<file path="src/rtl/core/mexp_pkg.sv">
// shared types and constants for the modular exponentiation unit
`default_nettype none

package mexp_pkg;

  // default sizes and register reset
  localparam int          EXP_WIDTH_DEF = 32;
  localparam int          MOD_WIDTH_DEF = 32;
  localparam logic [31:0] MODULUS_RESET = 32'd1000000007;

  // fixed field widths
  localparam int DATA_W   = 32;
  localparam int RESULT_W = 64;
  localparam int OPCODE_W = 2;
  localparam int CNT_W    = 6;

  // operation codes
  localparam logic [OPCODE_W-1:0] OP_POW_WRAP = 2'd0;
  localparam logic [OPCODE_W-1:0] OP_POW_MOD  = 2'd1;
  localparam logic [OPCODE_W-1:0] OP_INVERSE  = 2'd2;

  // register index of the modulus
  localparam logic REG_MODULUS = 1'b0;

  // sequencer states
  typedef enum logic [2:0] {
    ST_IDLE,
    ST_BIT,
    ST_MUL,
    ST_RED,
    ST_FINISH
  } mexp_state_t;

  // where a finished product is written back
  typedef enum logic [1:0] {
    TGT_ACC,
    TGT_BASE,
    TGT_INIT
  } mexp_tgt_t;

endpackage

`default_nettype wire

</file>
<file path="src/rtl/core/modular_exponentiation_unit.sv">
// modular exponentiation unit: right-to-left square and multiply on one shared multiplier
// sequence: per exponent bit up to two products, each after a bit decision state; a modular
//   product is a multiply step then MOD_WIDTH reduction steps (one quotient bit each), a
//   wrapping product sums low-by-low, low-by-high and high-by-low partial products; modular
//   items start with a reduction of the full 32-bit base
// throughput: one item at a time, the next is accepted once the result is loaded; a result
//   waits in an output register; reset is synchronous active-low, clears the sequencer and
//   output valid, and returns the modulus to 1000000007
`default_nettype none

module modular_exponentiation_unit #(
  parameter int EXP_WIDTH = mexp_pkg::EXP_WIDTH_DEF,
  parameter int MOD_WIDTH = mexp_pkg::MOD_WIDTH_DEF
) (
  input  wire logic                                clk,
  input  wire logic                                rst_n,
  // input item channel
  input  wire logic                                in_valid,
  output logic                                     in_stall,
  input  wire logic [mexp_pkg::OPCODE_W-1:0]       in_opcode,
  input  wire logic [mexp_pkg::DATA_W-1:0]         in_base_value,
  input  wire logic [mexp_pkg::DATA_W-1:0]         in_exponent,
  // result item channel
  output logic                                     out_valid,
  input  wire logic                                out_stall,
  output logic [mexp_pkg::RESULT_W-1:0]            out_result,
  // configuration port
  input  wire logic                                cfg_psel,
  input  wire logic                                cfg_penable,
  input  wire logic                                cfg_pwrite,
  input  wire logic [2:0]                          cfg_paddr,
  input  wire logic [mexp_pkg::DATA_W-1:0]         cfg_pwdata,
  output logic [mexp_pkg::DATA_W-1:0]              cfg_prdata,
  output logic                                     cfg_pready
);

  localparam int EXP_BITS  = (EXP_WIDTH < mexp_pkg::DATA_W) ? EXP_WIDTH : mexp_pkg::DATA_W;
  localparam int RED_SHIFT = mexp_pkg::RESULT_W - MOD_WIDTH;
  localparam int RW        = mexp_pkg::RESULT_W;
  localparam int DW        = mexp_pkg::DATA_W;
  localparam int CW        = mexp_pkg::CNT_W;

  mexp_pkg::mexp_state_t state_r, state_nxt;
  mexp_pkg::mexp_tgt_t   tgt_r, tgt_nxt;

  logic                 wrap_r, wrap_nxt;
  logic                 sq_phase_r, sq_phase_nxt;
  logic [1:0]           mph_r, mph_nxt;
  logic [CW-1:0]        cnt_r, cnt_nxt;
  logic [EXP_BITS-1:0]  exp_r, exp_nxt;
  logic [RW-1:0]        acc_r, acc_nxt;
  logic [RW-1:0]        base_r, base_nxt;
  logic [RW-1:0]        work_r, work_nxt;
  logic [MOD_WIDTH-1:0] rem_r, rem_nxt;
  logic [DW-1:0]        mod_r;
  logic                 out_valid_r;
  logic [RW-1:0]        out_result_r;

  logic                 in_accept;
  logic                 out_free;
  logic                 out_load;
  logic                 cfg_write;
  logic [MOD_WIDTH-1:0] mod_w;
  logic                 mod_zero;
  logic                 mod_one;
  logic                 in_is_wrap;
  logic                 in_is_mod;
  logic [DW-1:0]        inv_full;
  logic [EXP_BITS-1:0]  exp_in;
  logic [EXP_BITS-1:0]  exp_inv;
  logic [RW-1:0]        opnd_x;
  logic [DW-1:0]        mul_a;
  logic [DW-1:0]        mul_b;
  logic [RW-1:0]        mul_p;
  logic [DW-1:0]        wrap_hi;
  logic [MOD_WIDTH:0]   trial;
  logic [MOD_WIDTH:0]   trial_diff;
  logic [MOD_WIDTH-1:0] rem_step;
  logic                 commit_en;
  logic [RW-1:0]        commit_val;

  // configuration register
  assign cfg_write  = cfg_psel && cfg_penable && cfg_pwrite;
  assign cfg_pready = 1'b1;
  assign cfg_prdata = (cfg_paddr[2] == mexp_pkg::REG_MODULUS) ? mod_r : '0;

  always_ff @(posedge clk) begin
    if (!rst_n) begin
      mod_r <= mexp_pkg::MODULUS_RESET;
    end else if (cfg_write && (cfg_paddr[2] == mexp_pkg::REG_MODULUS)) begin
      mod_r <= cfg_pwdata;
    end
  end

  // modulus and item decode
  assign mod_w      = mod_r[MOD_WIDTH-1:0];
  assign mod_zero   = (mod_w == '0);
  assign mod_one    = (mod_w == MOD_WIDTH'(1));
  assign in_accept  = in_valid && !in_stall;
  assign in_is_wrap = (in_opcode == mexp_pkg::OP_POW_WRAP);
  assign in_is_mod  = ((in_opcode == mexp_pkg::OP_POW_MOD) ||
                       (in_opcode == mexp_pkg::OP_INVERSE)) && !mod_zero;
  assign inv_full   = (mod_w >= MOD_WIDTH'(2)) ? (DW'(mod_w) - DW'(2)) : '0;
  assign exp_in     = in_exponent[EXP_BITS-1:0];
  assign exp_inv    = inv_full[EXP_BITS-1:0];
  assign out_free   = !out_valid_r || !out_stall;

  // shared multiplier, operands picked by partial-product phase
  assign opnd_x = (tgt_r == mexp_pkg::TGT_ACC) ? acc_r : base_r;

  always_comb begin
    case (mph_r)
      2'd0: begin
        mul_a = opnd_x[DW-1:0];
        mul_b = base_r[DW-1:0];
      end
      2'd1: begin
        mul_a = opnd_x[DW-1:0];
        mul_b = base_r[RW-1:DW];
      end
      default: begin
        mul_a = opnd_x[RW-1:DW];
        mul_b = base_r[DW-1:0];
      end
    endcase
  end

  assign mul_p   = RW'(mul_a) * RW'(mul_b);
  assign wrap_hi = work_r[RW-1:DW] + mul_p[DW-1:0];

  // one restoring reduction step
  assign trial      = {rem_r, work_r[RW-1]};
  assign trial_diff = trial - {1'b0, mod_w};
  assign rem_step   = (trial >= {1'b0, mod_w}) ? trial_diff[MOD_WIDTH-1:0]
                                               : trial[MOD_WIDTH-1:0];

  // next state
  always_comb begin
    state_nxt = state_r;
    unique case (state_r)
      mexp_pkg::ST_IDLE: begin
        if (in_accept) begin
          if (in_is_wrap) begin
            state_nxt = mexp_pkg::ST_BIT;
          end else if (in_is_mod) begin
            state_nxt = mexp_pkg::ST_RED;
          end else begin
            state_nxt = mexp_pkg::ST_FINISH;
          end
        end
      end
      mexp_pkg::ST_BIT: begin
        state_nxt = (exp_r == '0) ? mexp_pkg::ST_FINISH : mexp_pkg::ST_MUL;
      end
      mexp_pkg::ST_MUL: begin
        if (!wrap_r) begin
          state_nxt = mexp_pkg::ST_RED;
        end else if (mph_r == 2'd2) begin
          state_nxt = mexp_pkg::ST_BIT;
        end
      end
      mexp_pkg::ST_RED: begin
        if (cnt_r == CW'(1)) begin
          state_nxt = mexp_pkg::ST_BIT;
        end
      end
      mexp_pkg::ST_FINISH: begin
        if (out_free) begin
          state_nxt = mexp_pkg::ST_IDLE;
        end
      end
      default: state_nxt = mexp_pkg::ST_IDLE;
    endcase
  end

  // sequencer outputs
  always_comb begin
    in_stall = (state_r != mexp_pkg::ST_IDLE);
    out_load = (state_r == mexp_pkg::ST_FINISH) && out_free;
  end

  // datapath next values
  always_comb begin
    tgt_nxt      = tgt_r;
    wrap_nxt     = wrap_r;
    sq_phase_nxt = sq_phase_r;
    mph_nxt      = mph_r;
    cnt_nxt      = cnt_r;
    exp_nxt      = exp_r;
    acc_nxt      = acc_r;
    base_nxt     = base_r;
    work_nxt     = work_r;
    rem_nxt      = rem_r;
    commit_en    = 1'b0;
    commit_val   = work_r;

    case (state_r)
      mexp_pkg::ST_IDLE: begin
        if (in_accept) begin
          wrap_nxt     = in_is_wrap;
          sq_phase_nxt = 1'b0;
          mph_nxt      = 2'd0;
          unique case (in_opcode) inside
            mexp_pkg::OP_POW_WRAP: begin
              acc_nxt  = RW'(1);
              base_nxt = RW'(in_base_value);
              exp_nxt  = exp_in;
            end
            mexp_pkg::OP_POW_MOD, mexp_pkg::OP_INVERSE: begin
              // reduce the base first, all 32 bits shifted through
              acc_nxt  = mod_one ? '0 : RW'(1);
              exp_nxt  = (in_opcode == mexp_pkg::OP_POW_MOD) ? exp_in : exp_inv;
              work_nxt = {in_base_value, {(RW-DW){1'b0}}};
              rem_nxt  = '0;
              cnt_nxt  = CW'(DW);
              tgt_nxt  = mexp_pkg::TGT_INIT;
              if (mod_zero) begin
                acc_nxt = '0;
              end
            end
            default: begin
              acc_nxt = '0;
            end
          endcase
        end
      end
      mexp_pkg::ST_BIT: begin
        mph_nxt = 2'd0;
        tgt_nxt = (!sq_phase_r && exp_r[0]) ? mexp_pkg::TGT_ACC : mexp_pkg::TGT_BASE;
      end
      mexp_pkg::ST_MUL: begin
        if (!wrap_r) begin
          // product high half is already below the modulus
          rem_nxt  = mul_p[MOD_WIDTH +: MOD_WIDTH];
          work_nxt = mul_p << RED_SHIFT;
          cnt_nxt  = CW'(MOD_WIDTH);
        end else begin
          case (mph_r)
            2'd0: begin
              work_nxt = mul_p;
              mph_nxt  = 2'd1;
            end
            2'd1: begin
              work_nxt = {wrap_hi, work_r[DW-1:0]};
              mph_nxt  = 2'd2;
            end
            default: begin
              commit_en  = 1'b1;
              commit_val = {wrap_hi, work_r[DW-1:0]};
              mph_nxt    = 2'd0;
            end
          endcase
        end
      end
      mexp_pkg::ST_RED: begin
        rem_nxt  = rem_step;
        work_nxt = work_r << 1;
        cnt_nxt  = cnt_r - CW'(1);
        if (cnt_r == CW'(1)) begin
          commit_en  = 1'b1;
          commit_val = RW'(rem_step);
        end
      end
      default: begin
      end
    endcase

    // write back a finished product
    if (commit_en) begin
      case (tgt_r)
        mexp_pkg::TGT_ACC: begin
          acc_nxt      = commit_val;
          sq_phase_nxt = 1'b1;
        end
        mexp_pkg::TGT_BASE: begin
          base_nxt     = commit_val;
          sq_phase_nxt = 1'b0;
          exp_nxt      = exp_r >> 1;
        end
        default: begin
          base_nxt = commit_val;
        end
      endcase
    end
  end

  // control registers
  always_ff @(posedge clk) begin
    if (!rst_n) begin
      state_r     <= mexp_pkg::ST_IDLE;
      out_valid_r <= 1'b0;
    end else begin
      state_r <= state_nxt;
      if (out_load) begin
        out_valid_r <= 1'b1;
      end else if (out_valid_r && !out_stall) begin
        out_valid_r <= 1'b0;
      end
    end
  end

  // datapath registers
  always_ff @(posedge clk) begin
    tgt_r      <= tgt_nxt;
    wrap_r     <= wrap_nxt;
    sq_phase_r <= sq_phase_nxt;
    mph_r      <= mph_nxt;
    cnt_r      <= cnt_nxt;
    exp_r      <= exp_nxt;
    acc_r      <= acc_nxt;
    base_r     <= base_nxt;
    work_r     <= work_nxt;
    rem_r      <= rem_nxt;
    if (out_load) begin
      out_result_r <= acc_r;
    end
  end

  assign out_valid  = out_valid_r;
  assign out_result = out_result_r;

  // partial remainder stays below the modulus while reducing
  a_rem_below_mod: assert property (@(posedge clk) disable iff (!rst_n)
    (state_r == mexp_pkg::ST_RED) |-> (rem_r < mod_w))
    else $error("partial remainder not below modulus");

  // modular operands stay reduced between products
  a_opnd_reduced: assert property (@(posedge clk) disable iff (!rst_n)
    ((state_r == mexp_pkg::ST_BIT) && !wrap_r) |->
      ((acc_r < RW'(mod_w)) && (base_r < RW'(mod_w))))
    else $error("modular operand not reduced");

  // a new result only appears after the finish state
  a_result_source: assert property (@(posedge clk) disable iff (!rst_n)
    $rose(out_valid_r) |-> $past(state_r == mexp_pkg::ST_FINISH))
    else $error("result shown without finishing");

endmodule

`default_nettype wire
</file>
<file path="config.mk">
export PLATFORM = sky130hd
export DESIGN_NAME = modular_exponentiation_unit
export DESIGN_NICKNAME = d
export VERILOG_FILES = /design/src/rtl/core/mexp_pkg.sv /design/src/rtl/core/modular_exponentiation_unit.sv
export SDC_FILE = /design/constraint.sdc
export NUM_CORES = 2
export LEC_CHECK = 0
export BUFFER_PORTS_ARGS = -buffer_cell sky130_fd_sc_hd__buf_2
export CORE_MARGIN = 4
export CORE_UTILIZATION = 38
export CTS_CLUSTER_DIAMETER = 50
export CTS_CLUSTER_SIZE = 30
export DETAILED_ROUTE_END_ITERATION = 8
export SETUP_SLACK_MARGIN = 0.5
export SYNTH_ARGS = -nofsm -noshare
export SYNTH_HDL_FRONTEND = slang
export SYNTH_SLANG_ARGS = --single-unit
</file>
<file path="constraint.sdc">
create_clock -name clk -period 9.8 [get_ports clk]
set_input_delay 1.96 -clock clk [delete_from_list [all_inputs] [get_ports clk]]
set_output_delay 1.96 -clock clk [all_outputs]
set_load 0.005 [all_outputs]
</file>
==> reports/metrics.yaml <==
cells_and_area:
  multi_input_comb_area_um2: 42000
  nFillCells: 13500
  finalNetCount: 8039
  register_area_um2: 9080
  area.growth.synth_to_final_pct: 21.5
  layout_cell_share_with_drive_strength_beyond_1_pct: 19.6
  layoutNonFillerInstCount: 8608
global_routing:
  grt_max_degree: 65
  gr-total-overflow: 0
  antenna_found_initial: 12
  grt_pass1_vias: 47200
  grt_first_pass_wirelength_um: 303000
  grt_util_all_layers_pct: 27.2
setup_path:
  critPathMostFrequentCell: "fa_1"
  timing.critical_path.max_delay_family: "adder cells"
  worstSetupPathType: "reg2reg"
  critPathLaunchType: "register"
  worstPathBufferInverterCount: 12
  cp.required_ns: 10.26
  critical_path.endpoint: "work_r[61]"
  timing.critical_path.arrival_ns: 9.91
  timing.critical_path.from: "tgt_r[1]"
  r2r_end: "work_r[61]"
  worstReg2RegStart: "tgt_r[1]"
  worst_path_max_delay_cell: "fa_1"
  timing.reg2reg.setup_slack_ns: 0.35
  crit_path_max_fanout: 6
  crit_path_end_kind: "register"
  reg2reg_depth: 39
  critical_path_cell_count: 39
  max_stage_delay_ns: 0.64
clock_tree:
  clockBufferDepth: 3
  cts_max_level: 2
  cts_tree: "done"
  root_buffer: "clkbuf_16"
  clk_transition_reported_paths_ns: 0.08
  clock_sinks: 368
  numCtsBuffers: 38
  hold_buffers: 0
  latest_clock_arrival_within_the_worst_skew_pair_ns: 0.65
placed_design:
  hpwl_um: 164000
  routabilityCongestion: 0.992
  portBuffers: 203
  numPlacedInstances: 8399
yosys:
  yosysTopAreaCellShare_pct: 33.3
  number_of_enable_flip_flop_cells_after_synthesis: 171
  synthTopCellsByCount: "nand2_1 (1143), inv_1 (921), fa_1 (898)"
  synth.net_count: 7546
  synth.area.top_cells: "fa_1 (33%), edfxtp_1 (9.5%), nand2_1 (8.0%)"
  synth.avg_cell_area_um2: 8.69
  synth-seq-cells: 368
  synth.distinct_cells: 96
  synth.most_common_cell: "nand2_1"
  ys.flop_type: "dfxtp_1"
  synthesis.instances: 6208
  async_flop_share_pct: 0
  share_of_the_yosys_chip_area_belonging_to_registers_pct: 16.8
  netlist_area_um2: 53900
  synth_warnings: 0
  synth_top_area_cell: "fa_1"
detailed_routing:
  postRouteWirelength_um: 206000
  drc_violations_left: 0
  route.vias.total: 47900
  drt_iter0_drc: 4701
  drtAntennaViolNets: 0
  route.detailed.vias_per_inst: 5.57
  wl_per_cell_um: 24.0
  drtPass1Iterations: 6
timing:
  total_of_endpoints_with_negative_setup_slack_in_the_final_report: 0
  hold_viol: 0
  maxSlewViolCount: 0
  skew_ns: 0.0724
  unrepaired_setup_endpoints_after_global_routing: "yes"
  timing_worst_slew_pin_value_ns: 1.16
  max_frequency_mhz: 106
  post-route-period-util_pct: 96.4
  slew-limit-headroom_pct: 22.5
  min_period_ns: 9.45
outcome:
  run_status: "complete, no violations"
die:
  fp.coreArea_um2: 140000
  initial_core_util_pct: 38.5
  placementRows: 137
  die_area_um2: 148000
  floorplan.io_pins: 207
  chipWidth_um: 385
  die_h_um: 385
worst_hold_path:
  hold_path_class: "reg2reg"
flow_run:
  drv_cap: 0
[worst reg2reg max path: cells and delay by family, from the launching register on]
kind / cells / cell delay (ns)
compound gates: 6 / 0.87
xor+xnor: 2 / 0.42
fa+ha+maj: 10 / 4.85
buf+inv: 12 / 1.47
flops: 1 / 0.44
simple gates: 9 / 1.25
[area by class of cell]
cell class / count / share of cell area [%]
multi-input cells: 4546 / 64.1
flip-flops and latches: 368 / 13.9
repair buffers: 826 / 11.1
inverters: 921 / 5.28
well taps: 1876 / 3.58
clock buffers: 44 / 1.55
clock inverters: 26 / 0.563
diodes: 1 / 0.00382
[what timing repair did]
action | CTS | global route
endpoints found under the setup margin | 62 | 73
endpoints found under the hold margin | 0 | 0
pin swaps | 61 | 146
gates resized for setup | 140 | 349
buffers inserted | 47 | 80
gates cloned | 2 | 9
[how the worst min path moves through the flow]
stage                          from        endpoint  slack, ns  cells past startpoint
final                      exp_r[3]        exp_r[2]       0.47                      2
after global routing      acc_r[35]  out_result[35]       0.48                      0
after CTS                  exp_r[3]        exp_r[2]       0.47                      2
after detailed placement  acc_r[35]  out_result[35]       0.45                      0
after global placement    acc_r[22]  out_result[22]       0.45                      0
after floorplan           acc_r[19]  out_result[19]       0.42                      0
[metrics by stage]
stage          hold slack (ns)  setup TNS [ns]  area [µm²]  util (%)  worst slack (ns)
6_report                 0.471               0       65500      46.7             0.349
5_1_grt                  0.483               0       65500      46.7            0.0940
4_1_cts                  0.472               0       63100      45.0             0.398
3_5_place_dp             0.447           -1.73       60500      43.1            -0.408
3_3_place_gp             0.452           -1.75       60500      43.1            -0.390
2_1_floorplan            0.417               0       54100         -             0.501
[kinds of logic after synthesis]
group / share of synthesized area (%)
buffers and inverters: 9.18
multiplexers: 1.61
AO/OA/AOI/OAI: 12.4
other: 0.00695
AND/OR/NAND/NOR: 16.7
adder cells (fa/ha/maj): 41.0
XOR/XNOR: 2.28
flip-flops: 16.8
[state kept, by name, indices dropped and copies added (netlist names), 3 cells and up]
name	flops
acc_r	64
base_r	64
cnt_r	6
exp_r	32
mod_r	32
out_result	64
rem_r	32
state_r	3
work_r	64
[cell usage in the layout (no fill, tap or decap), drive strengths merged, types with 38 or more instances in the layout]
master and count:
nand2 1145, inv 939, fa 898, buf 816, nor2 532, ha 332, o21ai 225, a21oi 215
dfxtp 197, edfxtp 171, xnor2 98, a21o 86, nand3 85, a22o 81, and2 67, nor3 65
mux2i 55, nor2b 53, clkbuf 53, a221oi 43, o21a 42, xor2 40, and3 38
[layer usage]
metal,up-vias,GRT usage [%],wire (µm)
met5,-,0,55
met2,2459,41.9,90500
met1,24200,38.2,85800
li1,20900,-,-
met4,8,10.2,9790
met3,363,5.07,19900
Power is not shown: default switching activity piles up to over one toggle a cycle in this logic, so the estimate is an artifact.
